--- src/sv/sps_pkg.sv ---
// sps_pkg: shared types, codes and coil duty tables for the stepper phase sequencer
// depends on nothing; used by sps_row_rom and stepper_phase_sequencer_top
package sps_pkg;

  // drive mode register codes
  typedef enum logic [1:0] {
    MODE_FULL  = 2'd0,
    MODE_WAVE  = 2'd1,
    MODE_HALF  = 2'd2,
    MODE_MICRO = 2'd3
  } drive_mode_t;

  // request codes of an input transaction
  localparam logic [1:0] REQ_TICK  = 2'd0;
  localparam logic [1:0] REQ_SPEED = 2'd1;
  localparam logic [1:0] REQ_DIR   = 2'd2;

  // state widths and reset values
  localparam int unsigned IDX_W    = 4;
  localparam int unsigned PERIOD_W = 12;
  localparam logic [PERIOD_W-1:0] PERIOD_RESET = 12'd50;
  localparam drive_mode_t MODE_RESET = MODE_MICRO;

  // last row of each table, used as index mask and wrap point
  localparam logic [IDX_W-1:0] LAST_ROW_4  = 4'd3;
  localparam logic [IDX_W-1:0] LAST_ROW_8  = 4'd7;
  localparam logic [IDX_W-1:0] LAST_ROW_16 = 4'd15;

  // speed law offsets
  localparam logic [PERIOD_W-1:0] OFS_FULL  = 12'd20;
  localparam logic [PERIOD_W-1:0] OFS_HALF  = 12'd10;
  localparam logic [PERIOD_W-1:0] OFS_MICRO = 12'd8;

  typedef logic [6:0] duty_t;

  typedef struct packed {
    logic [1:0] req_type;
    logic [7:0] speed_level;
  } in_t;

  typedef struct packed {
    duty_t coil_duty_a;
    duty_t coil_duty_b;
    duty_t coil_duty_c;
    duty_t coil_duty_d;
  } out_t;

  // duty levels in percent
  localparam duty_t D00 = 7'd0;
  localparam duty_t D38 = 7'd38;
  localparam duty_t D71 = 7'd71;
  localparam duty_t D92 = 7'd92;
  localparam duty_t D99 = 7'd99;

  localparam out_t FULL_ROWS [4] = '{
    '{D99, D00, D99, D00}, '{D99, D00, D00, D99},
    '{D00, D99, D00, D99}, '{D00, D99, D99, D00}};

  localparam out_t WAVE_ROWS [4] = '{
    '{D99, D00, D00, D00}, '{D00, D00, D00, D99},
    '{D00, D99, D00, D00}, '{D00, D00, D99, D00}};

  localparam out_t HALF_ROWS [8] = '{
    '{D99, D00, D99, D00}, '{D99, D00, D00, D00},
    '{D99, D00, D00, D99}, '{D00, D00, D00, D99},
    '{D00, D99, D00, D99}, '{D00, D99, D00, D00},
    '{D00, D99, D99, D00}, '{D00, D00, D99, D00}};

  localparam out_t MICRO_ROWS [16] = '{
    '{D71, D00, D71, D00}, '{D92, D00, D38, D00},
    '{D99, D00, D00, D00}, '{D92, D00, D00, D38},
    '{D71, D00, D00, D71}, '{D38, D00, D00, D92},
    '{D00, D00, D00, D99}, '{D00, D38, D00, D92},
    '{D00, D71, D00, D71}, '{D00, D92, D00, D38},
    '{D00, D99, D00, D00}, '{D00, D92, D38, D00},
    '{D00, D71, D71, D00}, '{D00, D38, D92, D00},
    '{D00, D00, D99, D00}, '{D38, D00, D92, D00}};

endpackage

--- src/sv/sps_row_rom.sv ---
// sps_row_rom: coil duty row lookup and index stepping for the current drive mode
// depends on sps_pkg (tables, mode codes, index widths)
module sps_row_rom (
  input  sps_pkg::drive_mode_t         mode,
  input  logic [sps_pkg::IDX_W-1:0]    step_index,
  input  logic                         forward,
  output sps_pkg::out_t                row,
  output logic [sps_pkg::IDX_W-1:0]    next_index
);

  logic [sps_pkg::IDX_W-1:0] last_row;
  logic [sps_pkg::IDX_W-1:0] idx;

  // table length by mode
  always_comb begin
    case (mode)
      sps_pkg::MODE_FULL:  last_row = sps_pkg::LAST_ROW_4;
      sps_pkg::MODE_WAVE:  last_row = sps_pkg::LAST_ROW_4;
      sps_pkg::MODE_HALF:  last_row = sps_pkg::LAST_ROW_8;
      default:             last_row = sps_pkg::LAST_ROW_16;
    endcase
  end

  assign idx = step_index & last_row;

  // row select
  always_comb begin
    case (mode)
      sps_pkg::MODE_FULL:  row = sps_pkg::FULL_ROWS[idx[1:0]];
      sps_pkg::MODE_WAVE:  row = sps_pkg::WAVE_ROWS[idx[1:0]];
      sps_pkg::MODE_HALF:  row = sps_pkg::HALF_ROWS[idx[2:0]];
      default:             row = sps_pkg::MICRO_ROWS[idx];
    endcase
  end

  // step forward or back with wrap at the table end
  always_comb begin
    if (forward) begin
      next_index = (idx == last_row) ? '0 : idx + 1'b1;
    end else begin
      next_index = (idx == '0) ? last_row : idx - 1'b1;
    end
  end

endmodule

--- src/sv/stepper_phase_sequencer_top.sv ---
// stepper_phase_sequencer_top: stepper coil sequencer with valid/stall channels
// depends on sps_pkg and sps_row_rom
//
// Takes one input transaction per cycle unless in_stall is high: ticks count down the step period,
// speed updates load a new period for the next reload, direction items flip
// the step direction. A tick that ends the period emits the current row of
// coil duties through the input register and then the result register, and
// advances the row index. The input register and the result register each hold
// one transaction, so one more item is taken while a result waits on a stalled
// output. A drive_mode write clears the row index and must only be issued while
// no transaction is in flight.
module stepper_phase_sequencer_top (
  input  logic          clk,
  input  logic          rst_n,
  input  logic          cfg_wr_en,
  input  logic [1:0]    cfg_wr_data,
  input  logic          in_valid,
  output logic          in_stall,
  input  sps_pkg::in_t  in_data,
  output logic          out_valid,
  input  logic          out_stall,
  output sps_pkg::out_t out_data
);

  sps_pkg::drive_mode_t             mode_r;
  logic [sps_pkg::IDX_W-1:0]        index_r, index_nxt;
  logic                             forward_r, forward_nxt;
  logic [sps_pkg::PERIOD_W-1:0]     period_r, period_nxt;
  logic [sps_pkg::PERIOD_W-1:0]     ticks_r, ticks_nxt;

  logic                             in_valid_r;
  sps_pkg::in_t                     in_data_r;
  logic                             out_valid_r, out_valid_nxt;
  sps_pkg::out_t                    out_data_r;

  logic                             proc_stall;
  logic                             fire;
  logic                             emit;
  sps_pkg::out_t                    row;
  logic [sps_pkg::IDX_W-1:0]        rom_next_index;
  logic [sps_pkg::PERIOD_W-1:0]     level_ext;
  logic [sps_pkg::PERIOD_W-1:0]     new_period;

  // handshake
  assign proc_stall = out_valid_r & out_stall;
  assign in_stall   = in_valid_r & proc_stall;
  assign fire       = in_valid_r & ~proc_stall;

  // input register
  always_ff @(posedge clk) begin
    if (!rst_n) begin
      in_valid_r <= 1'b0;
    end else begin
      in_valid_r <= (in_valid & ~in_stall) | in_valid_r & proc_stall;
    end
    if (in_valid && !in_stall) begin
      in_data_r <= in_data;
    end
  end

  sps_row_rom u_row_rom (
    .mode       (mode_r),
    .step_index (index_r),
    .forward    (forward_r),
    .row        (row),
    .next_index (rom_next_index)
  );

  // speed law by mode
  assign level_ext = {{(sps_pkg::PERIOD_W-8){1'b0}}, in_data_r.speed_level};
  always_comb begin
    case (mode_r)
      sps_pkg::MODE_FULL,
      sps_pkg::MODE_WAVE: new_period = (level_ext << 3) + (level_ext << 1) + sps_pkg::OFS_FULL;
      sps_pkg::MODE_HALF: new_period = (level_ext << 3) + (level_ext << 1) + sps_pkg::OFS_HALF;
      default:            new_period = (level_ext << 2) + sps_pkg::OFS_MICRO;
    endcase
  end

  // transaction processing
  always_comb begin
    emit        = 1'b0;
    index_nxt   = index_r;
    forward_nxt = forward_r;
    period_nxt  = period_r;
    ticks_nxt   = ticks_r;
    if (fire) begin
      case (in_data_r.req_type)
        sps_pkg::REQ_TICK: begin
          if (ticks_r > sps_pkg::PERIOD_W'(1)) begin
            ticks_nxt = ticks_r - 1'b1;
          end else begin
            emit      = 1'b1;
            index_nxt = rom_next_index;
            ticks_nxt = period_r;
          end
        end
        sps_pkg::REQ_SPEED: period_nxt  = new_period;
        sps_pkg::REQ_DIR:   forward_nxt = ~forward_r;
        default:            ;
      endcase
    end
  end

  // sequencer state
  always_ff @(posedge clk) begin
    if (!rst_n) begin
      mode_r    <= sps_pkg::MODE_RESET;
      index_r   <= '0;
      forward_r <= 1'b1;
      period_r  <= sps_pkg::PERIOD_RESET;
      ticks_r   <= sps_pkg::PERIOD_RESET;
    end else begin
      forward_r <= forward_nxt;
      period_r  <= period_nxt;
      ticks_r   <= ticks_nxt;
      if (cfg_wr_en) begin
        mode_r  <= sps_pkg::drive_mode_t'(cfg_wr_data);
        index_r <= '0;
      end else begin
        index_r <= index_nxt;
      end
    end
  end

  // result register
  assign out_valid_nxt = emit | (out_valid_r & out_stall);
  always_ff @(posedge clk) begin
    if (!rst_n) begin
      out_valid_r <= 1'b0;
    end else begin
      out_valid_r <= out_valid_nxt;
    end
    if (emit) begin
      out_data_r <= row;
    end
  end

  assign out_valid = out_valid_r;
  assign out_data  = out_data_r;

endmodule

--- config.mk ---
export PLATFORM = sky130hd
export DESIGN_NAME = stepper_phase_sequencer_top
export DESIGN_NICKNAME = d
export VERILOG_FILES = /design/src/sv/sps_pkg.sv /design/src/sv/sps_row_rom.sv /design/src/sv/stepper_phase_sequencer_top.sv
export SDC_FILE = /design/constraint.sdc
export NUM_CORES = 1
export LEC_CHECK = 0
export BUFFER_PORTS_ARGS = -buffer_cell sky130_fd_sc_hd__buf_2
export CORE_MARGIN = 4
export CORE_UTILIZATION = 59
export DETAILED_ROUTE_END_ITERATION = 12
export GPL_ROUTABILITY_DRIVEN = 0
export PLACE_DENSITY_LB_ADDON = 0.3
export SLEW_MARGIN = 0
export SYNTH_ARGS = -nofsm -noshare
export SYNTH_HDL_FRONTEND = slang
export SYNTH_SLANG_ARGS = --single-unit
--- constraint.sdc ---
create_clock -name clk -period 3.4 [get_ports clk]
set_clock_uncertainty 0.2 [all_clocks]
set_input_delay 0.51 -clock clk [delete_from_list [all_inputs] [get_ports clk]]
set_output_delay 0.51 -clock clk [all_outputs]
set_load 0.05 [all_outputs]
==> metrics.cfg <==
[status]
status = complete, no violations

[pwr]
p_leak_nw = 1.793
sequentialPowerShare_pct = 44.8
power.density_mw_per_mm2 = 422.6
ir_drop_uv = 330.8
switching_power_uw = 532.0
pwr-share-comb_pct = 18.8
clock_power_share_pct = 36.4
p_sw_share_pct = 27.10
p_int_mw = 1.431

[routing]
ant_nets = 0
wl_um = 9750
num_vias = 3767
first_pass_iters = 6
drcViolationCount = 0
drt_iter0_drc = 314
routedWlPerCell_um = 15.80
viasPerCell = 6.105

[logic_synthesis]
syn-num-nets = 518
syn_avg_cell_area_sq_um = 8.612
synthTopCellsByArea = edfxtp_1 25%, dfxtp_1 16%, ha_1 6.4%
synthMostInstantiatedCell = nand2_1
synth_commonest_cells = 48 x nand2_1, 42 x a21oi_1, 42 x o21ai_0
synth_cell_types = 58
synthDominantCellAreaShare_pct = 24.75
yosysWarnings = 0
synth_edf_count = 34
netlist_area_sq_mm = 0.004125
yosysSeqAreaShare_pct = 40.28
netlist_instances = 479
ys_seq_elements = 66
async_reset_ff_share_pct = 0
synth_ff_type = edfxtp_1
netlist.top_cell.by_area = edfxtp_1

[die]
num_io_pins = 47
fp.dieArea_sq_mm = 0.008393
start_util_pct = 60.72
die_height_um = 91.62
core_sq_mm = 0.006794
rows = 30
chipWidth_um = 91.62

[timing]
fin_setup_tns_ps = 0
relSlewSlack_pct = 41.49
final_hold_viol_count = 0
worstMarginPinSlew_ps = 875.8
fin_crit_ps = 3123
timing.final.ws_setup_ps = 277.1
period_share_pct = 91.85
drv_slew = 0
whs_ps = 141.3
fmax_mhz = 320.2
rsz0062_at_grt = false
setup_viol = 0

[placed_design]
hpwl_um = 6991
post-place-ws_ps = 245.1
port_buffers = 46

[worst_setup_path]
critPathCaptureType = flip-flop
path_class = flip-flop to flip-flop
critical_path.top_delay_family = adder cells
path_cells = ha_1 > fa_1 > a211oi_1 > buf_4 > nor2_1 > nor4_2 > nand2_1 > mux2i_1 > mux2_2 > a31oi_1
path_buf_inv = 1
crit_required_ps = 3470
path_max_fanout = 6
arrival_ps = 3200
slowest_delay_ps = 480
startpoint_type = flip-flop
slowest_stage = edfxtp_1

[cells_and_area]
diodes = 0
area_growth_pct = 12.62
finalNetCount = 555
final_core_util_pct = 68.38
layout-drive-gt1-share_pct = 15.36
fillCellCount = 540

[clocking]
postCtsSetupRepairBufs = 0
cts_hold_buf = 0
numCtsBuffers = 9
h-tree-depth = 3
cts_sinks = 66
cts_resized = 0
clk_pin_slew_ps = 70
cts_tree = yes
clockBufferDepth = 2
clk_latency_ps = 340
root_buffer = clkbuf_8

[grt]
grt_pass1_wl_um = 16260
overflow = 0
antenna_found_initial = 0
grt.total_usage_pct = 23.79
grt_pass1_vias = 3454
grt_max_degree = 31

[run]
cap_violations = 0

[worst_hold_path]
hold_class = primary input to flip-flop

-- through the flow --
step                instances  power (mW)  cell area [sq um]
floorplan                 479       1.165               4125
global placement          601       1.242               4422
detailed placement        601       1.255               4422
CTS                       617       1.964               4639
global route              617       2.056               4646
finish                    617       1.963               4646
-- cell usage in the layout (no fill, tap or decap), types with 5 or more instances in the layout --
| cell | instances |
|---|---|
| nor2_1 | 40 |
| nor4_1 | 7 |
| nor2b_1 | 7 |
| o21ai_0 | 42 |
| xnor2_1 | 12 |
| ha_1 | 21 |
| nand3_1 | 16 |
| buf_2 | 46 |
| o21ai_1 | 10 |
| o21a_1 | 5 |
| a31oi_1 | 5 |
| xor2_1 | 11 |
| buf_4 | 11 |
| nand2_1 | 48 |
| or3_1 | 5 |
| dfxtp_1 | 32 |
| o211ai_1 | 10 |
| edfxtp_1 | 34 |
| a21oi_1 | 42 |
| clkbuf_8 | 11 |
| and2_1 | 9 |
| a211oi_1 | 11 |
| nor3_1 | 10 |
| inv_1 | 14 |
-- routing by layer --
metal,up-vias,global-route usage [%],part of all wire (%)
met1,1812,30.56,43
met3,16,5.332,6.2
met5,-,0,0
met2,124,39.38,49
li1,1815,-,-
met4,0,8.417,1.8
-- path summary, 6_finish.rpt --
check,from,endpoint,slack [ps],cells after the start
max,in_data_r[0],period_r[8],280,10
min,in_data[8],in_data_r[8],140,1
max reg2reg,in_data_r[0],period_r[8],280,10
min reg2reg,ticks_r[10],ticks_r[10],270,2
-- cell families after synthesis --
| logic type | synth area share [%] |
|---|---|
| muxes | 1.244 |
| xor gates and xnor gates | 4.883 |
| adders and majority gates | 6.855 |
| buffers and inverters | 4.853 |
| AOI/OAI and AO/OA | 23.26 |
| DFF | 40.28 |
| and+or+nand+nor | 18.62 |
-- power by group through the flow --
stage / combinational [mW] / sequential, mW / clock [mW]
global route: 0.410 / 0.881 / 0.765
CTS: 0.361 / 0.878 / 0.724
finish: 0.369 / 0.879 / 0.715
detailed placement: 0.359 / 0.896 / 0
global placement: 0.346 / 0.895 / 0
floorplan: 0.277 / 0.889 / 0
-- area by class of cell --
| class | count | area (sq um) | area share, % |
|---|---|---|---|
| repair buffers | 57 | 312.8 | 6.733 |
| well taps | 96 | 120.1 | 2.586 |
| flip-flops and latches | 66 | 1662 | 35.77 |
| clock buffers | 15 | 187.7 | 4.040 |
| multi-input cells | 365 | 2270 | 48.86 |
| clock inverters | 1 | 30.03 | 0.6464 |
| inverters | 17 | 63.81 | 1.374 |
-- flip-flops by register name, indices dropped and copies added (netlist names) --
register,count
forward_r,1
in_data_r,10
in_valid_r,1
index_r,4
mode_r,2
out_data,24
out_valid,1
period_r,11
ticks_r,12
(Power assumes the default switching activity.)
